File: config.mk
export PLATFORM = sky130hd
export DESIGN_NAME = pe_section_address_translate_core
export DESIGN_NICKNAME = d
export VERILOG_FILES = /design/src/rtl/pst_pkg.sv /design/src/rtl/pe_section_address_translate_core.sv
export SDC_FILE = /design/constraint.sdc
export NUM_CORES = 2
export LEC_CHECK = 0
export ABC_AREA = 0
export BUFFER_PORTS_ARGS = -buffer_cell sky130_fd_sc_hd__buf_2
export CORE_MARGIN = 2
export CORE_UTILIZATION = 40
export DETAILED_ROUTE_END_ITERATION = 10
export GPL_ROUTABILITY_DRIVEN = 0
export PLACE_DENSITY_LB_ADDON = 0.05
export SLEW_MARGIN = 15
export SYNTH_ARGS = -nofsm -noshare
export SYNTH_HDL_FRONTEND = slang
export SYNTH_SLANG_ARGS = --single-unit
File: constraint.sdc
create_clock -name clk -period 11.1 [get_ports clk]
set_input_delay 2.22 -clock clk [delete_from_list [all_inputs] [get_ports clk]]
set_output_delay 2.22 -clock clk [all_outputs]
set_load 0.005 [all_outputs]
File: src/rtl/pst_pkg.sv
// pst_pkg: shared types and codes for the pe section address translator
// query and result transaction structs, mode and status codes, register indexes
// no dependencies
package pst_pkg;

    localparam int MAX_SECTIONS_DEF = 16;

    localparam logic [1:0] MODE_LOAD    = 2'd0;
    localparam logic [1:0] MODE_TO_FILE = 2'd1;
    localparam logic [1:0] MODE_TO_VIRT = 2'd2;

    localparam logic [1:0] STATUS_TRANSLATED = 2'd0;
    localparam logic [1:0] STATUS_HEADER     = 2'd1;
    localparam logic [1:0] STATUS_NOT_FOUND  = 2'd2;
    localparam logic [1:0] STATUS_LOADED     = 2'd3;

    localparam logic [1:0] REG_HEADER_SIZE   = 2'd0;
    localparam logic [1:0] REG_SECTION_COUNT = 2'd1;

    typedef struct packed {
        logic [1:0]  mode;
        logic [3:0]  entry_index;
        logic [31:0] entry_virtual_start;
        logic [31:0] entry_span;
        logic [31:0] entry_file_start;
        logic [31:0] query_address;
    } query_t;

    typedef struct packed {
        logic [31:0] translated_address;
        logic [1:0]  status;
    } result_t;

endpackage

File: src/rtl/pe_section_address_translate_core.sv
// pe_section_address_translate_core: section table and sequential address translator
// one shared range-compare unit walks the section table under a small sequencer
// depends on pst_pkg
//
//  channel  | signals                                  | direction | handshake
//  ---------+------------------------------------------+-----------+-------------------
//  query    | query_valid, query_stall, query          | in        | valid && !stall
//  result   | result_valid, result_stall, result       | out       | valid && !stall
//  cfg      | cfg_valid, cfg_ready, cfg_index, cfg_data| in        | valid && ready
//
// a load, a header passthrough or an unused mode goes from idle straight to finish; a walk
// runs scan, then calc on a hit, then finish, and searches n = min(section_count,
// MAX_SECTIONS) entries with the single compare unit reading one table entry a cycle;
// a new query can be accepted in the cycle the result is first offered
// query_stall is high from accept until the result is placed in the output register
// result_stall holds the output register and the sequencer waits in its last step
// rst_n clears control, config registers and output valid; table and data registers have no reset
module pe_section_address_translate_core #(
    parameter int MAX_SECTIONS = pst_pkg::MAX_SECTIONS_DEF
) (
    input  logic             clk,
    input  logic             rst_n,
    input  logic             query_valid,
    output logic             query_stall,
    input  pst_pkg::query_t  query,
    output logic             result_valid,
    input  logic             result_stall,
    output pst_pkg::result_t result,
    input  logic             cfg_valid,
    output logic             cfg_ready,
    input  logic [1:0]       cfg_index,
    input  logic [31:0]      cfg_data
);
    import pst_pkg::*;

    // table address width and count width (count holds MAX_SECTIONS itself)
    localparam int AW = (MAX_SECTIONS > 1) ? $clog2(MAX_SECTIONS) : 1;
    localparam int CW = $clog2(MAX_SECTIONS + 1);

    localparam logic [2:0] ST_IDLE   = 3'd0;
    localparam logic [2:0] ST_SCAN   = 3'd1;
    localparam logic [2:0] ST_CALC   = 3'd2;
    localparam logic [2:0] ST_FINISH = 3'd3;

    // section table memories
    logic [31:0] virt_mem [MAX_SECTIONS];
    logic [31:0] span_mem [MAX_SECTIONS];
    logic [31:0] file_mem [MAX_SECTIONS];

    logic [31:0] header_size_reg;
    logic [4:0]  section_count_reg;

    logic [2:0]  state_reg, state_next;
    logic [1:0]  mode_reg, mode_next;
    logic [31:0] addr_reg, addr_next;
    logic [CW-1:0] issue_reg, issue_next;
    logic [CW-1:0] lim_reg, lim_next;
    logic        pend_reg, pend_next;
    logic [31:0] base_reg, base_next;
    logic [31:0] other_reg, other_next;
    logic [31:0] res_addr_reg, res_addr_next;
    logic [1:0]  res_status_reg, res_status_next;

    logic [31:0] rd_virt_reg, rd_span_reg, rd_file_reg;

    logic        out_valid_reg;
    result_t     out_reg;

    logic        q_accept;
    logic        load_wr;
    logic [AW+3:0] wr_addr_wide;
    logic [AW-1:0] wr_addr;
    logic        rd_en;
    logic [AW-1:0] rd_addr;
    logic [31:0] lim_wide;
    logic        out_load;

    // shared range-compare unit
    logic [31:0] sel_base, sel_other, range_hi;
    logic        hit;

    assign cfg_ready   = 1'b1;
    assign query_stall = (state_reg != ST_IDLE);
    assign q_accept    = query_valid && !query_stall;

    assign wr_addr_wide = {{AW{1'b0}}, query.entry_index};
    assign wr_addr      = wr_addr_wide[AW-1:0];
    assign load_wr      = q_accept && (query.mode == MODE_LOAD)
                          && (32'(query.entry_index) < 32'(MAX_SECTIONS));

    assign lim_wide = (32'(section_count_reg) > 32'(MAX_SECTIONS))
                      ? 32'(MAX_SECTIONS) : 32'(section_count_reg);

    assign rd_en   = (state_reg == ST_SCAN) && (issue_reg < lim_reg) && !hit;
    assign rd_addr = issue_reg[AW-1:0];

    // base is the space the query address lives in
    assign sel_base  = (mode_reg == MODE_TO_FILE) ? rd_virt_reg : rd_file_reg;
    assign sel_other = (mode_reg == MODE_TO_FILE) ? rd_file_reg : rd_virt_reg;
    assign range_hi  = sel_base + rd_span_reg;
    assign hit       = pend_reg && (addr_reg >= sel_base) && (addr_reg < range_hi);

    assign out_load = (state_reg == ST_FINISH) && (!out_valid_reg || !result_stall);

    // table write on load, registered read during the walk
    always_ff @(posedge clk)
    begin
        if (load_wr)
        begin
            virt_mem[wr_addr] <= query.entry_virtual_start;
            span_mem[wr_addr] <= query.entry_span;
            file_mem[wr_addr] <= query.entry_file_start;
        end
        if (rd_en)
        begin
            rd_virt_reg <= virt_mem[rd_addr];
            rd_span_reg <= span_mem[rd_addr];
            rd_file_reg <= file_mem[rd_addr];
        end
    end

    // configuration registers
    always_ff @(posedge clk or negedge rst_n)
    begin
        if (!rst_n)
        begin
            header_size_reg   <= '0;
            section_count_reg <= '0;
        end
        else if (cfg_valid && cfg_ready)
        begin
            case (cfg_index)
                REG_HEADER_SIZE:   header_size_reg   <= cfg_data;
                REG_SECTION_COUNT: section_count_reg <= cfg_data[4:0];
                default:           ;
            endcase
        end
    end

    // sequencer
    always_comb
    begin
        state_next      = state_reg;
        mode_next       = mode_reg;
        addr_next       = addr_reg;
        issue_next      = issue_reg;
        lim_next        = lim_reg;
        pend_next       = pend_reg;
        base_next       = base_reg;
        other_next      = other_reg;
        res_addr_next   = res_addr_reg;
        res_status_next = res_status_reg;

        case (state_reg)
            ST_IDLE:
            begin
                if (q_accept)
                begin
                    mode_next     = query.mode;
                    addr_next     = query.query_address;
                    issue_next    = '0;
                    pend_next     = 1'b0;
                    lim_next      = lim_wide[CW-1:0];
                    res_addr_next = '0;
                    if (query.mode == MODE_LOAD)
                    begin
                        res_status_next = STATUS_LOADED;
                        state_next      = ST_FINISH;
                    end
                    else if (query.mode == MODE_TO_FILE || query.mode == MODE_TO_VIRT)
                    begin
                        if (query.query_address < header_size_reg)
                        begin
                            res_addr_next   = query.query_address;
                            res_status_next = STATUS_HEADER;
                            state_next      = ST_FINISH;
                        end
                        else
                        begin
                            res_status_next = STATUS_NOT_FOUND;
                            state_next      = ST_SCAN;
                        end
                    end
                    else
                    begin
                        // unused mode answers not found
                        res_status_next = STATUS_NOT_FOUND;
                        state_next      = ST_FINISH;
                    end
                end
            end
            ST_SCAN:
            begin
                if (hit)
                begin
                    base_next  = sel_base;
                    other_next = sel_other;
                    pend_next  = 1'b0;
                    state_next = ST_CALC;
                end
                else if (rd_en)
                begin
                    issue_next = issue_reg + CW'(1);
                    pend_next  = 1'b1;
                end
                else
                begin
                    // table exhausted, last entry checked
                    pend_next  = 1'b0;
                    state_next = ST_FINISH;
                end
            end
            ST_CALC:
            begin
                res_addr_next   = addr_reg - base_reg + other_reg;
                res_status_next = STATUS_TRANSLATED;
                state_next      = ST_FINISH;
            end
            ST_FINISH:
            begin
                if (out_load)
                begin
                    state_next = ST_IDLE;
                end
            end
            default:
            begin
                state_next = ST_IDLE;
            end
        endcase
    end

    always_ff @(posedge clk or negedge rst_n)
    begin
        if (!rst_n)
        begin
            state_reg <= ST_IDLE;
            issue_reg <= '0;
            lim_reg   <= '0;
            pend_reg  <= 1'b0;
        end
        else
        begin
            state_reg <= state_next;
            issue_reg <= issue_next;
            lim_reg   <= lim_next;
            pend_reg  <= pend_next;
        end
    end

    always_ff @(posedge clk)
    begin
        mode_reg       <= mode_next;
        addr_reg       <= addr_next;
        base_reg       <= base_next;
        other_reg      <= other_next;
        res_addr_reg   <= res_addr_next;
        res_status_reg <= res_status_next;
    end

    // output register parts the sequencer from the result consumer
    always_ff @(posedge clk or negedge rst_n)
    begin
        if (!rst_n)
        begin
            out_valid_reg <= 1'b0;
        end
        else if (out_load)
        begin
            out_valid_reg <= 1'b1;
        end
        else if (!result_stall)
        begin
            out_valid_reg <= 1'b0;
        end
    end

    always_ff @(posedge clk)
    begin
        if (out_load)
        begin
            out_reg.translated_address <= res_addr_reg;
            out_reg.status             <= res_status_reg;
        end
    end

    assign result_valid = out_valid_reg;
    assign result       = out_reg;

    // walk never reads past the searched count
    a_issue_bound: assert property (@(posedge clk) disable iff (!rst_n)
        (state_reg == ST_SCAN) |-> (issue_reg <= lim_reg))
        else $error("section walk ran past the search limit");

    // not-found and loaded results carry a zero address
    a_zero_addr: assert property (@(posedge clk) disable iff (!rst_n)
        (result_valid && (result.status == STATUS_NOT_FOUND
                          || result.status == STATUS_LOADED))
        |-> (result.translated_address == 32'd0))
        else $error("nonzero address on a not-found or load result");

    // an accepted transaction always leaves idle
    a_accept_busy: assert property (@(posedge clk) disable iff (!rst_n)
        q_accept |=> (state_reg != ST_IDLE))
        else $error("sequencer stayed idle after a query transaction");

endmodule
==> results.json <==
{
  "htreeDepth": 4,
  "syn_avg_cell_area_um2": 17.4,
  "num_vias": 40200,
  "rr_worst_depth": 23,
  "register_area_mm2": 0.0553,
  "die_area_mm2": 0.194,
  "grt_pass1_vias": 40100,
  "slew_headroom": 0.273,
  "synth_compound_area_frac": 0.0685,
  "hold_slack_ps": 420,
  "synth_fp_nets": 4738,
  "multi_input_area_mm2": 0.0194,
  "clk_pin_slew_worst_paths_ps": 60,
  "cts-root-buf": "clkbuf_16",
  "setup_violations": 0,
  "min_path_type": "flop to flop",
  "antenna_left": 0,
  "synth_top_family_by_area": "multiplexers",
  "power.leakage_uw": 0.0289,
  "fillCellCount": 16400,
  "post-dp-hpwl_um": 118000,
  "finalInstanceArea_mm2": 0.0865,
  "muxShareOfSynthArea": 0.119,
  "worstMarginPinSlew_ps": 1090,
  "synth_xor_area_frac": 0.00610,
  "grt_max_degree": 116,
  "highest_layer": "met5",
  "route.met2.wl_um": 94900,
  "slew_violations": 0,
  "synthDistinctLibCells": 72,
  "core_mm2": 0.190,
  "synthArstFlopShare": 0.0276,
  "required_ps": 11550,
  "worst-path-max-fanout": 38,
  "grt_overflow": 0,
  "synth-seq-cells": 1849,
  "die_w_um": 440,
  "grt_usage": 0.216,
  "finClkSkew_ps": 30.4,
  "post-route-util": 0.456,
  "wl_met3_um": 11800,
  "cts_made_buffers": 199,
  "synth-adder-area-share": 0.0359,
  "clock-sinks": 1849,
  "start_kind": "flop",
  "cts_setup_buffers": 0,
  "yosys.area_share.simple": 0.0229,
  "synth_flop_cell": "edfxtp_1",
  "fmax_ghz": 0.126,
  "endpoint": "other_reg[29]$_DFFE_PP_",
  "final_layout_size_suffix_gt1_frac": 0.196,
  "synth_area_mm2": 0.0761,
  "yosysSeqAreaShare": 0.726,
  "synth_cells": 4366,
  "final_common_cell": "edfxtp_1",
  "cts_resized": 0,
  "critPathKind": "flop to flop",
  "final_cell_mix": "edfxtp_1 (1798), mux2i_1 (295), o21ai_0 (278)",
  "wl_per_cell_um": 28.5,
  "reg_top3": "file_mem x512, span_mem x512, virt_mem x512",
  "worstSkewPairLatency_ps": 840,
  "drc": 0,
  "ctsHoldBuffers": 0,
  "io_buffers": 208,
  "rrSetupSlack_ps": 3190,
  "hold_violations": 0,
  "r2r-end": "other_reg[29]$_DFFE_PP_",
  "end_kind": "flop",
  "antenna_found_initial": 60,
  "outcome": "finished, final reports clean",
  "clockBufferDepth": 3,
  "worstReg2RegStart": "mode_reg[1]$_DFFE_PP_",
  "routed_via_density": 5.48,
  "p_per_area_mw_per_mm2": 234,
  "met1_length_um": 95400,
  "timing.critical_path.from": "mode_reg[1]$_DFFE_PP_",
  "maxCapViolations": 0,
  "final.setup.tns_ps": 0,
  "yosysWarnings": 0,
  "nNetsFinal": 5021,
  "fin_crit_ps": 7910,
  "die_h_um": 440,
  "rows": 160,
  "arrival_ps": 8370,
  "cts_tree": "done",
  "drt_wl_total_um": 209000,
  "io_pins": 210,
  "synth-edff-count": 1798,
  "drtPass1Iterations": 5,
  "first_iter_violations": 3480,
  "post_dp_cell_area_mm2": 0.0804,
  "grt_pass1_wl_um": 297000,
  "instances_no_fill": 7329,
  "area_growth_pct": 13.7,
  "rsz0062_at_grt": "false",
  "ir_drop_v": 0.000133,
  "dp.cells": 6959,
  "start_util": 0.401,
  "fin_crit_sh": 0.713
}
==> report_power, final <==
group          switching (uW)  internal (uW)  leakage, uW
combinational            3280           2070      0.00906
sequential                296           8300       0.0169
clock                    2710           3590      0.00298
total                    6280          14000       0.0289
==> synth_stat cells (18+ instances only) <==
master / count / share of area
edfxtp_1: 1798 / 0.71
mux2i_1: 295 / 0.039
o21ai_0: 278 / 0.018
inv_1: 218 / 0.011
nand2_1: 210 / 0.010
mux4_2: 192 / 0.057
a21oi_1: 175 / 0.012
ha_1: 167 / 0.027
mux2_2: 161 / 0.024
clkbuf_1: 147 / 0.0073
a221oi_1: 98 / 0.011
a22oi_1: 97 / 0.0096
nor2_1: 52 / 0.0026
dfrtp_1: 51 / 0.017
a21o_1: 47 / 0.0046
fa_1: 32 / 0.0084
xnor2_1: 30 / 0.0035
nand3_1: 25 / 0.0016
xor2_1: 23 / 0.0026
buf_1: 20 / 0.00099
nor3_1: 20 / 0.0013
buf_2: 19 / 0.0012
nand2b_1: 18 / 0.0015
==> worst max-delay path, cell delays in order (launching register included) <==
cell	delay, ps
edfxtp_1	420
nor2b_4	540
buf_4	450
mux2_2	430
ha_1	330
and2_1	220
a221o_1	360
a21o_1	170
a221o_1	320
a41o_1	300
a211oi_2	290
o31ai_2	100
a21oi_2	150
xnor2_1	140
ha_1	270
and3_1	160
nand4_1	100
nor3_1	80
a221oi_1	290
o21ai_0	160
a211oi_2	650
nand2_1	250
nor2_4	720
buf_4	600
==> through the flow <==
step | worst slack (ps) | total power (uW)
after floorplan | 958 | 12200
after global placement | 3210 | 14100
after detailed placement | 3140 | 14100
after CTS | 3090 | 20500
after global routing | 2740 | 21200
final | 3190 | 20200
==> worst min-delay path by stage <==
| stage | from | end | cells after the start |
|---|---|---|---|
| 3_5_place_dp | res_addr_reg[13]$_DFFE_PP_ | result[15]$_DFFE_PP_ | 0 |
| 4_1_cts | res_addr_reg[13]$_DFFE_PP_ | result[15]$_DFFE_PP_ | 0 |
| 2_1_floorplan | res_status_reg[0]$_SDFFCE_PP0P_ | result[0]$_DFFE_PP_ | 0 |
| 5_1_grt | res_addr_reg[13]$_DFFE_PP_ | result[15]$_DFFE_PP_ | 0 |
| 3_3_place_gp | res_addr_reg[3]$_DFFE_PP_ | result[5]$_DFFE_PP_ | 0 |
| 6_report | res_addr_reg[31]$_DFFE_PP_ | result[33]$_DFFE_PP_ | 0 |
==> final cells by class <==
type | instances | share of cell area
Clock buffer | 255 | 0.0612
Sequential cell | 1849 | 0.639
Inverter | 218 | 0.00948
Clock inverter | 106 | 0.00946
Multi-Input combinational cell | 2108 | 0.224
Antenna cell | 9 | 0.000260
Timing Repair Buffer | 273 | 0.0201
Tap cell | 2511 | 0.0363
==> layer usage <==
layer,vias up,GRT usage
li1,17900,-
met1,20800,0.308
met2,1103,0.332
met3,321,0.0392
met4,36,0.0760
met5,-,0
==> cell families after synthesis <==
group / count (synthesis)
XOR/XNOR: 53
adder cells (fa/ha/maj): 199
buffers and inverters: 409
flip-flops: 1849
other: 1
multiplexers: 648
AND/OR/NAND/NOR: 388
AO/OA/AOI/OAI: 819
Power figures use the tool's default switching activity.
